[src/hw/rtl/pssh_pkg.sv]
// ----------------------------------------------------------------------------
// pssh_pkg
// Shared types and constants for the protection-system header box parser.
// ----------------------------------------------------------------------------
package pssh_pkg;

	localparam int SYS_ID_BYTES = 16;
	localparam int KEY_ID_BYTES = 16;
	localparam int LEN_BYTES    = 4;
	localparam int TYPE_BYTES   = 4;
	localparam int FLAG_BYTES   = 3;

	localparam int SYS_ID_BITS = SYS_ID_BYTES * 8;
	localparam int CFG_W       = SYS_ID_BITS / 2;
	localparam int BIK_W       = $clog2(KEY_ID_BYTES);
	localparam int KEY_SHIFT   = $clog2(KEY_ID_BYTES);

	typedef logic [0:0] cfg_idx_t;
	localparam cfg_idx_t REG_SYS_ID_HIGH = 1'b0;
	localparam cfg_idx_t REG_SYS_ID_LOW  = 1'b1;

	typedef enum logic [1:0] {
		ST_OK      = 2'd0,
		ST_LEN     = 2'd1,
		ST_OTHER   = 2'd2,
		ST_INVALID = 2'd3
	} status_t;

	typedef struct packed {
		logic [7:0]  data_byte;
		logic [31:0] box_size;
		logic        last_byte;
	} in_item_t;

	typedef struct packed {
		logic       data_valid;
		logic       data_kind;
		logic [7:0] data_byte_out;
		logic       data_end;
		logic       done_res;
		status_t    status;
	} out_item_t;

endpackage

[src/hw/rtl/pssh_box_parser_core.sv]
// ----------------------------------------------------------------------------
// pssh_box_parser_core
// Byte-serial parser of a protection-system-specific header box: checks the
// length and system id, emits key id and payload bytes, reports a status.
// ----------------------------------------------------------------------------
// the result item of an accepted byte is registered and shows in the next cycle
// throughput: one byte per cycle while the output is not stalled, set by the single parse step per byte
// a byte is taken while a result waits, as long as the output is not stalled
// reset clears the parser state, the result register and both id registers
module pssh_box_parser_core (
	input  logic                       clk,
	input  logic                       arst_n,
	input  logic                       byte_valid,
	output logic                       byte_stall,
	input  pssh_pkg::in_item_t         byte_item,
	output logic                       res_valid,
	input  logic                       res_stall,
	output pssh_pkg::out_item_t        res_item,
	input  logic                       cfg_valid,
	output logic                       cfg_ready,
	input  pssh_pkg::cfg_idx_t         cfg_index,
	input  logic [pssh_pkg::CFG_W-1:0] cfg_data
);
	import pssh_pkg::*;

	typedef enum logic [3:0] {
		PH_LEN, PH_TYPE, PH_VER, PH_FLAGS, PH_SYSID, PH_KCOUNT,
		PH_KEYS, PH_DSIZE, PH_PAYLOAD, PH_TAIL, PH_SKIP
	} phase_t;

	phase_t             phase_q, phase_d;
	logic [31:0]        off_q, off_d;
	logic [31:0]        accum_q, accum_d;
	logic               ver_nz_q, ver_nz_d;
	logic               id_eq_q, id_eq_d;
	logic [31:0]        keys_left_q, keys_left_d;
	logic [BIK_W-1:0]   bik_q, bik_d;
	logic [31:0]        pay_left_q, pay_left_d;
	status_t            rstat_q, rstat_d;
	logic [CFG_W-1:0]   sid_high_q, sid_low_q;
	logic               res_valid_q;
	out_item_t          res_item_q, res_d;

	logic               accept;
	logic [SYS_ID_BITS-1:0] sys_id;
	logic [7:0]         sid_bytes [SYS_ID_BYTES];
	logic [BIK_W:0]     bik_inc;
	logic [31:0]        shifted;
	logic [31:0]        rem;
	logic               keys_too_many;
	logic               pay_too_big;

	assign byte_stall = res_valid_q && res_stall;
	assign accept     = byte_valid && !byte_stall;
	assign cfg_ready  = 1'b1;
	assign res_valid  = res_valid_q;
	assign res_item   = res_item_q;

	assign sys_id = {sid_high_q, sid_low_q};
	always_comb begin
		for (int i = 0; i < SYS_ID_BYTES; i++) begin
			sid_bytes[i] = sys_id[(SYS_ID_BYTES-1-i)*8 +: 8];
		end
	end

	assign bik_inc = {1'b0, bik_q} + (BIK_W+1)'(1);
	assign shifted = {accum_q[23:0], byte_item.data_byte};
	assign rem     = (off_q < byte_item.box_size) ?
		(byte_item.box_size - off_q - 32'd1) : 32'd0;
	assign keys_too_many = {shifted, KEY_SHIFT'(0)} > {KEY_SHIFT'(0), rem};
	assign pay_too_big   = shifted > rem;

	always_comb begin
		phase_d     = phase_q;
		accum_d     = accum_q;
		ver_nz_d    = ver_nz_q;
		id_eq_d     = id_eq_q;
		keys_left_d = keys_left_q;
		bik_d       = bik_q;
		pay_left_d  = pay_left_q;
		rstat_d     = rstat_q;
		off_d       = (off_q != '1) ? off_q + 32'd1 : off_q;
		res_d       = '0;

		case (phase_q)
			PH_LEN: begin
				accum_d = shifted;
				if (bik_inc >= (BIK_W+1)'(LEN_BYTES)) begin
					bik_d = '0;
					if (shifted != byte_item.box_size) begin
						rstat_d = ST_LEN;
						phase_d = PH_SKIP;
					end else begin
						phase_d = PH_TYPE;
					end
				end else begin
					bik_d = bik_inc[BIK_W-1:0];
				end
			end
			PH_TYPE: begin
				accum_d = shifted;
				if (bik_inc >= (BIK_W+1)'(TYPE_BYTES)) begin
					bik_d   = '0;
					phase_d = PH_VER;
				end else begin
					bik_d = bik_inc[BIK_W-1:0];
				end
			end
			PH_VER: begin
				ver_nz_d = byte_item.data_byte != 8'd0;
				bik_d    = '0;
				phase_d  = PH_FLAGS;
			end
			PH_FLAGS: begin
				accum_d = shifted;
				if (bik_inc >= (BIK_W+1)'(FLAG_BYTES)) begin
					bik_d   = '0;
					phase_d = PH_SYSID;
				end else begin
					bik_d = bik_inc[BIK_W-1:0];
				end
			end
			PH_SYSID: begin
				accum_d = shifted;
				id_eq_d = id_eq_q && (sid_bytes[bik_q] == byte_item.data_byte);
				if (bik_inc >= (BIK_W+1)'(SYS_ID_BYTES)) begin
					bik_d = '0;
					if (!id_eq_d) begin
						rstat_d = ST_OTHER;
						phase_d = PH_SKIP;
					end else begin
						phase_d = ver_nz_q ? PH_KCOUNT : PH_DSIZE;
					end
				end else begin
					bik_d = bik_inc[BIK_W-1:0];
				end
			end
			PH_KCOUNT: begin
				accum_d = shifted;
				if (bik_inc >= (BIK_W+1)'(LEN_BYTES)) begin
					bik_d       = '0;
					keys_left_d = shifted;
					if (keys_too_many) begin
						rstat_d = ST_INVALID;
						phase_d = PH_SKIP;
					end else begin
						phase_d = (shifted == 32'd0) ? PH_DSIZE : PH_KEYS;
					end
				end else begin
					bik_d = bik_inc[BIK_W-1:0];
				end
			end
			PH_KEYS: begin
				res_d.data_valid    = 1'b1;
				res_d.data_kind     = 1'b0;
				res_d.data_byte_out = byte_item.data_byte;
				if (bik_inc >= (BIK_W+1)'(KEY_ID_BYTES)) begin
					res_d.data_end = 1'b1;
					bik_d          = '0;
					keys_left_d    = keys_left_q - 32'd1;
					if (keys_left_q == 32'd1) begin
						phase_d = PH_DSIZE;
					end
				end else begin
					bik_d = bik_inc[BIK_W-1:0];
				end
			end
			PH_DSIZE: begin
				accum_d = shifted;
				if (bik_inc >= (BIK_W+1)'(LEN_BYTES)) begin
					bik_d = '0;
					if (pay_too_big) begin
						rstat_d = ST_INVALID;
						phase_d = PH_SKIP;
					end else begin
						pay_left_d = shifted;
						phase_d    = (shifted == 32'd0) ? PH_TAIL : PH_PAYLOAD;
					end
				end else begin
					bik_d = bik_inc[BIK_W-1:0];
				end
			end
			PH_PAYLOAD: begin
				res_d.data_valid    = 1'b1;
				res_d.data_kind     = 1'b1;
				res_d.data_byte_out = byte_item.data_byte;
				if (pay_left_q <= 32'd1) begin
					res_d.data_end = 1'b1;
					pay_left_d     = '0;
					phase_d        = PH_TAIL;
				end else begin
					pay_left_d = pay_left_q - 32'd1;
				end
			end
			default: begin
			end
		endcase

		if (byte_item.last_byte) begin
			res_d.done_res = 1'b1;
			res_d.status   = (phase_d != PH_TAIL && phase_d != PH_SKIP) ?
				ST_INVALID : rstat_d;
			phase_d     = PH_LEN;
			off_d       = '0;
			accum_d     = '0;
			ver_nz_d    = 1'b0;
			id_eq_d     = 1'b1;
			keys_left_d = '0;
			bik_d       = '0;
			pay_left_d  = '0;
			rstat_d     = ST_OK;
		end
	end

	always_ff @(posedge clk or negedge arst_n) begin
		if (!arst_n) begin
			phase_q     <= PH_LEN;
			off_q       <= '0;
			accum_q     <= '0;
			ver_nz_q    <= 1'b0;
			id_eq_q     <= 1'b1;
			keys_left_q <= '0;
			bik_q       <= '0;
			pay_left_q  <= '0;
			rstat_q     <= ST_OK;
			sid_high_q  <= '0;
			sid_low_q   <= '0;
			res_valid_q <= 1'b0;
			res_item_q  <= '0;
		end else begin
			if (cfg_valid && cfg_ready) begin
				case (cfg_index)
					REG_SYS_ID_HIGH: sid_high_q <= cfg_data;
					REG_SYS_ID_LOW:  sid_low_q  <= cfg_data;
					default: begin
					end
				endcase
			end
			if (accept) begin
				phase_q     <= phase_d;
				off_q       <= off_d;
				accum_q     <= accum_d;
				ver_nz_q    <= ver_nz_d;
				id_eq_q     <= id_eq_d;
				keys_left_q <= keys_left_d;
				bik_q       <= bik_d;
				pay_left_q  <= pay_left_d;
				rstat_q     <= rstat_d;
				res_item_q  <= res_d;
				res_valid_q <= 1'b1;
			end else if (!res_stall) begin
				res_valid_q <= 1'b0;
			end
		end
	end

	a_accept_gives_result: assert property (@(posedge clk) disable iff (!arst_n)
		accept |=> res_valid)
		else $error("accepted byte produced no result item");

	a_last_clears: assert property (@(posedge clk) disable iff (!arst_n)
		accept && byte_item.last_byte |=> phase_q == PH_LEN && off_q == 32'd0
			&& rstat_q == ST_OK)
		else $error("parser not cleared after last byte");

	a_status_only_done: assert property (@(posedge clk) disable iff (!arst_n)
		res_valid && !res_item.done_res |-> res_item.status == ST_OK)
		else $error("status reported without done");

	a_end_needs_data: assert property (@(posedge clk) disable iff (!arst_n)
		res_valid && res_item.data_end |-> res_item.data_valid)
		else $error("data end without data byte");

endmodule

[config.mk]
export PLATFORM = sky130hd
export DESIGN_NAME = pssh_box_parser_core
export DESIGN_NICKNAME = d
export VERILOG_FILES = /design/src/hw/rtl/pssh_pkg.sv /design/src/hw/rtl/pssh_box_parser_core.sv
export SDC_FILE = /design/constraint.sdc
export NUM_CORES = 1
export LEC_CHECK = 0
export BUFFER_PORTS_ARGS = -buffer_cell sky130_fd_sc_hd__buf_2
export CAP_MARGIN = 10
export CORE_ASPECT_RATIO = 0.5
export CORE_MARGIN = 2
export CORE_UTILIZATION = 45
export DETAILED_ROUTE_END_ITERATION = 10
export GPL_TIMING_DRIVEN = 0
export MAX_ROUTING_LAYER = met4
export PLACE_DENSITY = 0.71
export SYNTH_ARGS = -nofsm -noshare
export SYNTH_HDL_FRONTEND = slang
export SYNTH_SLANG_ARGS = --single-unit
[constraint.sdc]
create_clock -name clk -period 5.68 [get_ports clk]
set_input_delay 0.568 -clock clk [delete_from_list [all_inputs] [get_ports clk]]
set_output_delay 0.568 -clock clk [all_outputs]
set_load 0.1 [all_outputs]
==> results of run 1 <==
## sequential cells by signal (all words and copies together), names as in the netlist
name,flops
accum_q,24
res_item,14
phase_q,4
sid_high_q,64
keys_left_q,32
id_eq_q,1
rstat_q,2
ver_nz_q,1
pay_left_q,32
off_q,32
sid_low_q,64
res_valid,1
bik_q,4
## layout make-up
class                      instances  area share
multi-input combinational       1551       0.521
sequential                       275       0.315
timing repair buffer             160      0.0470
clock buffer                      33      0.0337
tap                              540      0.0309
buffer                           118      0.0272
inverter                          90      0.0154
clock inverter                    12     0.00984
antenna                            1    0.000114
## synthesized netlist by cell type, drive strengths merged (6+ instances only)
cell type,count,area (µm²)
dfrtp,274,6860
o21ai,201,1010
nor2,171,642
nand2,167,629
a21oi,151,756
ha,130,1630
mux2,128,1440
clkbuf,97,365
inv,89,334
mux2i,60,601
nor3,55,275
xnor2,52,455
nand3,49,250
nor4,46,288
xor2,45,394
nand4,28,175
a22oi,24,180
buf,21,150
mux4,20,480
a21o,19,143
and3,15,93.8
a31oi,14,87.6
and2,13,81.3
or3,13,81.3
o21bai,12,90.1
a211oi,11,87.6
o22ai,10,68.8
o31ai,10,75.1
nor2b,9,56.3
a22o,7,61.3
o211ai,7,52.6
nand3b,6,45.0
## kinds of logic after synthesis
logic type	after synthesis	share of synthesized area
other cells	1	0.000201
mux	208	0.135
simple gates	601	0.153
compound gates	513	0.163
buf+inv	208	0.0458
flops	275	0.369
xor+xnor	97	0.0456
fa+ha+maj	131	0.0883
## metrics by stage
stage               setup WS (ps)  area [µm²]  setup TNS, ps  utilization
CTS                          -182       21700          -4750        0.534
detailed placement          -1710       20000         -59570        0.492
global route                 -508       21900         -15720        0.538
finish                       -283       21900          -7210        0.538
floorplan                    20.5       18600              0            -
global placement            -1770       20000        -376500        0.491
## final timing paths
path	startpoint	endpoint	slack, ps	cells past startpoint
max	off_q[0]	res_item[0]	-280	25
min	byte_valid	res_valid	210	2
max reg2reg	off_q[0]	res_item[0]	-280	25
min reg2reg	res_item[11]	res_item[11]	480	2
max in group asynchronous	arst_n	off_q[1]	3710	4
min in group asynchronous	arst_n	sid_high_q[43]	520	2
## cells in the final DEF, fill, tap and decap left out, types with 60 or more instances in the layout
| master | count |
|---|---|
| ha_1 | 127 |
| clkbuf_1 | 91 |
| dfrtp_1 | 273 |
| mux2i_1 | 60 |
| mux2_2 | 128 |
| inv_1 | 88 |
| o21ai_0 | 138 |
| a21oi_1 | 143 |
| nor2_1 | 171 |
| buf_2 | 136 |
| nand2_1 | 162 |
## metal layers
metal,GRT usage,vias to the layer above,wire length (µm)
met4,0.118,0,2710
met2,0.450,736,27600
met3,0.0469,183,4560
met1,0.372,8184,26000
li1,-,7722,-
met5,-,-,0
## report_power, final
part           total, mW  internal [mW]  switching [mW]  leakage [nW]
Sequential          2.85           2.37           0.484          3.42
Clock               2.02           1.15           0.862         0.457
Combinational       3.75           1.51            2.24          5.56
Total               8.62           5.03            3.59          9.44
## timing repair
item	CTS	global route
pin swaps	55	26
endpoints found under the setup margin	40	40
buffers inserted	22	5
gates resized for setup	148	53
endpoints found under the hold margin	69	0
gates cloned	4	1
hold buffers	1	0
==> results.cfg, run 1 <==
[run_status]
status = finished, violations left
violations = setup timing

[route]
vias_per_cell = 6.05
drt_iter0_markers = 1639
via_count = 16800
antenna_left = 0
drtPass1Iterations = 5
post_drt_wl_per_cell_um = 21.9
drt-total-wl_mm = 60.8
drc = 0

[cts]
ctsRootBufferMaster = clkbuf_16
clkSlewWorstSetupHoldPaths_ps = 70
numCtsBuffers = 27
numClockSinks = 275
cts_tree = built
clock_latency_ps = 590
htree_levels = 1
ctsLongestPathBuffers = 3

[synthesis]
synth_cell_types = 89
synth_ff_type = dfrtp_1
syn-instance-count = 2034
syn-num-nets = 2276
ys_warn_count = 0
async_flop_share = 1.00
synth_seq_cells = 275
seq_area_frac_synth = 0.369
synthesis.area_um2 = 18600
synth_edf_count = 0
avgSynthCellArea_um2 = 9.17

[timing]
rsz0062_at_grt = yes
slew_headroom = 0.0690
slew_viol_final = 0
fmax_ghz = 0.168
fin_crit_sh = 1.05
hold_slack_ps = 206
setup_slack_ps = -283
period_minus_slack_ps = 5960
setup_viol = 36
hold_viol = 0
skew_ps = 15.1
worst_pin_slew_ps = 1390

[floorplan]
die_h_um = 148
io-pin-count = 128
die_width_um = 292
core-area_um2 = 40700
initial_core_util = 0.458
fp-row-count = 52
die_area_um2 = 43200

[grt]
grt-ovfl-total = 0
grt_pass1_wl_mm = 93.9
grt_usage = 0.287
grt_antenna_before_repair = 1
grt_max_degree = 105
grt_pass1_vias = 16300

[place]
port_buffers = 126
routabilityCongestion = 0.978
dp_cells = 2702
dp_hpwl_mm = 43.5

[finish]
stdcell_count = 2780
drive_gt1_frac = 0.209
nets = 2465
num-fill-cells = 3653
seq_area_um2 = 6880
area_growth_pct = 17.3
multi_input_area_um2 = 11400

[worst_setup_path]
slowest_stage = or4_4
cp_max_fo = 3
path_class = register to register
critPathCaptureType = register
setup.worst_path.start_class = register
crit_buf_inv = 2
crit_family = compound AO/OA/AOI/OAI gates
slowest_delay_ps = 590
required_ps = 6140
cp_common_cell = ha_4
worstPathArrival_ps = 6430

[hold_path]
hold_class = input port to register

[run]
maxCapViolCount = 0

[power_and_ir_drop]
p_per_area_nw_per_um2 = 394
ir_drop_v = 0.000282
leakagePower_nw = 9.44
power.total_mw = 8.62
Note: power is estimated with default switching activity, not from simulation.
==> run 2: changes to the inputs <==
--- a/config.mk
+++ b/config.mk
@@ -13,7 +13,8 @@
 export DETAILED_ROUTE_END_ITERATION = 10
 export GPL_TIMING_DRIVEN = 0
 export MAX_ROUTING_LAYER = met4
-export PLACE_DENSITY = 0.71
+export PLACE_DENSITY = 0.68
+export SETUP_SLACK_MARGIN = 0.02
 export SYNTH_ARGS = -nofsm -noshare
 export SYNTH_HDL_FRONTEND = slang
 export SYNTH_SLANG_ARGS = --single-unit
==> constraint.sdc (replaced) <==
create_clock -name clk -period 7.15 [get_ports clk]
set_input_delay 0.715 -clock clk [delete_from_list [all_inputs] [get_ports clk]]
set_output_delay 0.715 -clock clk [all_outputs]
set_load 0.1 [all_outputs]
==> results.cfg, run 2 (same netlist as run 1, synthesis figures left out) <==
[cts]
clock_latency_ps = 610
cts_tree = built
ctsHoldBuffers = 0
ctsLongestPathBuffers = 3
numCtsBuffers = 28
numClockSinks = 275
ctsRootBufferMaster = clkbuf_16
clkSlewWorstSetupHoldPaths_ps = 70
htree_levels = 1

[power_and_ir_drop]
comb_power_share = 0.417
leakagePower_nw = 9.12
clockPowerShare = 0.239
p_int_mw = 3.82
power.share.sequential = 0.344
switching_power_mw = 2.72
ir_drop_v = 0.000204
p_per_area_nw_per_um2 = 311
sw_frac_of_total = 0.416

[floorplan]
core-area_um2 = 40700
io-pin-count = 128
initial_core_util = 0.458
die_area_um2 = 43200
die_width_um = 292
fp-row-count = 52
die_h_um = 148

[hold_path]
hold_class = input port to async pin

[route]
via_count = 16500
vias_per_cell = 5.97
post_drt_wl_per_cell_um = 21.5
drt-total-wl_mm = 59.2
drc = 0
drt_iter0_markers = 1631
antenna_left = 0
drtPass1Iterations = 6

[finish]
num-fill-cells = 3810
stdcell_count = 2755
finish.utilization = 0.517
drive_gt1_frac = 0.163
final_cell_mix = 274 x dfrtp_1, 198 x o21ai_0, 171 x nor2_1
n_antenna_cell = 0
area_growth_pct = 12.8
reg_top3 = sid_high_q: 64 flops, sid_low_q: 64 flops
nets = 2436
final_common_cell = dfrtp_1

[grt]
grt_max_degree = 107
grt_usage = 0.282
grt_antenna_before_repair = 1
grt-ovfl-total = 0
grt_pass1_wl_mm = 92.3
grt_pass1_vias = 16000

[worst_setup_path]
required_ps = 7630
worst-r2r-setup-slack_ps = 350
critPathCaptureType = register
cp_max_fo = 10
path_class = register to register
setup.worst_path.start_class = register
worstPathArrival_ps = 7280

[timing]
period_minus_slack_ps = 6800
worst_pin_slew_ps = 1060
skew_ps = 46.6
setup_viol = 0
slew_headroom = 0.289
slew_viol_final = 0
hold_viol = 0
fmax_ghz = 0.147
fin_crit_sh = 0.951
rsz0062_at_grt = no
setup_slack_ps = 350

[run]
maxCapViolCount = 0

[place]
dp_hpwl_mm = 43.6
dp_cells = 2702
dp_worst_setup_slack_ps = -561
port_buffers = 126
routabilityCongestion = 0.960

[run_status]
status = finished, final reports clean
==> run 2: cell count changes in the layout (fill, tap and decap cells not counted), moves of 5 or more <==
cell	change
clkbuf_1	+6
o21ai_2	-38
clkinv_2	+6
buf_8	-5
o21ai_0	+60
a21oi_1	+7
buf_4	-21
a21oi_2	-5
o21ai_1	-18
==> run 2: worst max-delay path, stage by stage, from the launching register on <==
cell and delay (ps):
dfrtp_1 410, inv_1 110, ha_1 220, a21o_1 200, a21oi_1 310, o21ai_0 230, a211oi_2 350, o21ai_0 220
a31oi_1 400, o21ai_0 290, a311oi_1 340, xnor2_1 190, nand2_1 120, ha_1 330, and4_1 200, nand4_1 230
or4_1 610, or3_4 460, o31ai_2 160, a21oi_2 160, a21oi_1 230, o21ai_2 170, nand2b_1 230, clkbuf_2 200
buf_6 180, o21ai_0 190
==> run 2: final timing paths <==
check,end,startpoint,cells past startpoint
max,pay_left_q[24],off_q[0],25
min,sid_high_q[35],arst_n,1
max reg2reg,pay_left_q[24],off_q[0],25
min reg2reg,res_item[6],res_item[6],2
max in group asynchronous,off_q[29],arst_n,2
min in group clk,res_valid,byte_valid,2
==> run 2: layout make-up <==
| cell class | count | area (µm²) | area share |
|---|---|---|---|
| Tap cell | 540 | 676 | 0.0321 |
| Clock inverter | 20 | 231 | 0.0110 |
| Multi-Input combinational cell | 1551 | 10900 | 0.520 |
| Inverter | 90 | 338 | 0.0161 |
| Clock buffer | 31 | 732 | 0.0348 |
| Sequential cell | 275 | 6880 | 0.327 |
| Buffer | 118 | 515 | 0.0245 |
| Timing Repair Buffer | 130 | 711 | 0.0338 |
==> run 2: metrics by stage <==
| stage | area [µm²] | total power, mW | TNS (ps) | hold slack (ps) |
|---|---|---|---|---|
| finish | 21000 | 6.54 | 0 | 39.7 |
| global route | 21000 | 6.97 | 0 | 68.3 |
| CTS | 21000 | 6.52 | 0 | 55.6 |
| detailed placement | 20000 | 4.95 | -14570 | 469 |
| global placement | 20000 | 4.89 | -17690 | 461 |
| floorplan | 18600 | 4.11 | 0 | 419 |
==> run 2: power groups by stage <==
stage	sequential (mW)	clock (mW)	combinational (mW)
detailed placement	2.26	0	2.68
global placement	2.26	0	2.63
floorplan	2.23	0	1.88
finish	2.25	1.56	2.73
CTS	2.24	1.59	2.69
global route	2.29	1.66	3.01
==> run 2: what timing repair did <==
action,in CTS,in global routing
gates cloned,0,0
setup buffers,0,1
resized for setup,4,5
pin swaps,0,2
endpoints found under the setup margin,32,35
==> run 2: metal layers <==
layer,track usage,vias to the layer above,wire [µm]
met5,-,-,0
met4,0.0704,0,1440
met3,0.0394,106,3620
met2,0.449,596,27200
met1,0.380,8082,27000
li1,-,7666,-
==> run 3: changes to the inputs <==
--- a/config.mk
+++ b/config.mk
@@ -5,16 +5,17 @@
 export SDC_FILE = /design/constraint.sdc
 export NUM_CORES = 1
 export LEC_CHECK = 0
-export BUFFER_PORTS_ARGS = -buffer_cell sky130_fd_sc_hd__buf_2
+export BUFFER_PORTS_ARGS = -buffer_cell sky130_fd_sc_hd__buf_4
 export CAP_MARGIN = 10
 export CORE_ASPECT_RATIO = 0.5
 export CORE_MARGIN = 2
-export CORE_UTILIZATION = 45
+export CORE_UTILIZATION = 35
 export DETAILED_ROUTE_END_ITERATION = 10
 export GPL_TIMING_DRIVEN = 0
 export MAX_ROUTING_LAYER = met4
-export PLACE_DENSITY = 0.68
+export PLACE_DENSITY = 0.57
 export SETUP_SLACK_MARGIN = 0.02
+export SLEW_MARGIN = 20
 export SYNTH_ARGS = -nofsm -noshare
 export SYNTH_HDL_FRONTEND = slang
 export SYNTH_SLANG_ARGS = --single-unit
==> results.cfg, run 3 (same netlist as run 1, synthesis figures left out) <==
[worst_setup_path]
crit_buf_inv = 3
path_depth = 26
slowest_delay_ps = 590
worstPathArrival_ps = 7180
crit_family = compound AO/OA/AOI/OAI gates
worstRegToRegCells = 26
slowest_stage = or4_4
cp_max_fo = 10
critPathCaptureType = register
required_ps = 7660
setup.worst_path.start_class = register
path_class = register to register

[route]
drtPass1Iterations = 6
via_count = 16400
post_drt_wl_per_cell_um = 21.2
drt_iter0_markers = 1442
vias_per_cell = 5.64
drt-total-wl_mm = 61.7
antenna_left = 0
drc = 0

[timing]
finalSetupTns_ps = 0
period_minus_slack_ps = 6680
slew_viol_final = 0
hold_viol = 0
fmax_ghz = 0.150
fin_crit_sh = 0.934
skew_ps = 19.3
slew_headroom = 0.255
setup_viol = 0
worst_pin_slew_ps = 1120

[run]
maxCapViolCount = 0

[power_and_ir_drop]
ir_drop_v = 0.000184
comb_power_share = 0.417
power.share.sequential = 0.337
p_per_area_nw_per_um2 = 309
power.total_mw = 6.67
switching_power_mw = 2.76
clockPowerShare = 0.246
sw_frac_of_total = 0.413
p_int_mw = 3.92
leakagePower_nw = 9.25

[grt]
grt_antenna_before_repair = 1
grt_max_degree = 96
grt_pass1_wl_mm = 95.3
grt_pass1_vias = 15900
grt-ovfl-total = 0
grt_usage = 0.228

[place]
port_buffers = 126
dp_cells = 2864
postPlaceCellArea_um2 = 20600
dp_hpwl_mm = 45.7
routabilityCongestion = 0.971

[cts]
ctsLongestPathBuffers = 3
clock_latency_ps = 610
numClockSinks = 275
numCtsBuffers = 29
ctsHoldBuffers = 0
htree_levels = 1
cts_setup_buffers = 0
cts_tree = built
ctsRootBufferMaster = clkbuf_16
clkSlewWorstSetupHoldPaths_ps = 70

[finish]
nets = 2436
num-fill-cells = 5272
final_cell_mix = 274 x dfrtp_1, 197 x o21ai_0, 171 x nor2_1
finish.utilization = 0.414
final_cell_area_um2 = 21600
final_common_cell = dfrtp_1
reg_top3 = sid_high_q: 64 flops, sid_low_q: 64 flops
area_growth_pct = 16.0
n_antenna_cell = 0
drive_gt1_frac = 0.166
stdcell_count = 2916

[floorplan]
fp-row-count = 59
die_h_um = 167
core-area_um2 = 52300
die_width_um = 330
io-pin-count = 128
die_area_um2 = 55200
initial_core_util = 0.357

[run_status]
status = finished, final reports clean

[hold_path]
hold_class = input port to async pin
[run 3: changes by cell type in the layout (fill, tap and decap cells not counted), moves of 2 or more]
cell | previous run | this run
clkbuf_8 | 2 | 7
clkinvlp_4 | 2 | 5
buf_2 | 136 | 11
clkbuf_1 | 97 | 95
buf_4 | 6 | 130
inv_6 | 5 | 0
clkinv_2 | 7 | 5
[run 3: final timing paths]
check,startpoint,end,slack (ps)
max in group asynchronous,arst_n,off_q[17],6110
worst max register to register,off_q[0],pay_left_q[29],470
worst min-delay path,arst_n,sid_high_q[61],110
min in group clk,byte_valid,res_valid,330
worst min register to register,res_item[13],res_item[13],480
worst max-delay path,off_q[0],pay_left_q[29],470
[run 3: layer usage]
layer / wire (µm) / up-vias / share of wire / global-route usage
met5: 0 / - / 0 / -
met4: 2140 / 0 / 0.035 / 0.0716
met3: 3590 / 131 / 0.058 / 0.0320
met2: 28200 / 560 / 0.46 / 0.354
met1: 27800 / 8067 / 0.45 / 0.309
li1: - / 7678 / - / -
[run 3: cell type report]
cell class	instances	area [µm²]	area share
clock inverters	16	190	0.00879
clock buffers	36	822	0.0380
repair buffers	129	1040	0.0479
inverters	90	338	0.0156
well taps	701	877	0.0405
plain buffers	118	517	0.0239
multi-input cells	1551	11000	0.507
flip-flops and latches	275	6880	0.318
[run 3: power groups by stage]
stage / logic [mW] / registers, mW / clock network, mW
floorplan: 1.88 / 2.23 / 0
detailed placement: 2.74 / 2.27 / 0
CTS: 2.75 / 2.24 / 1.67
global placement: 2.70 / 2.26 / 0
global route: 3.06 / 2.29 / 1.73
finish: 2.78 / 2.25 / 1.64
[run 3: metrics by stage]
stage               worst slack [ps]  hold slack [ps]
floorplan                       1290              419
global placement                -536              466
CTS                              109              143
finish                           475              113
global route                   -17.2              155
detailed placement              -513              475
[run 3: repair_timing]
| item | CTS | global route |
|---|---|---|
| resized for setup | 6 | 9 |
| setup endpoints to repair | 34 | 34 |
| pin swaps | 0 | 6 |
| hold endpoints to repair | 0 | 0 |
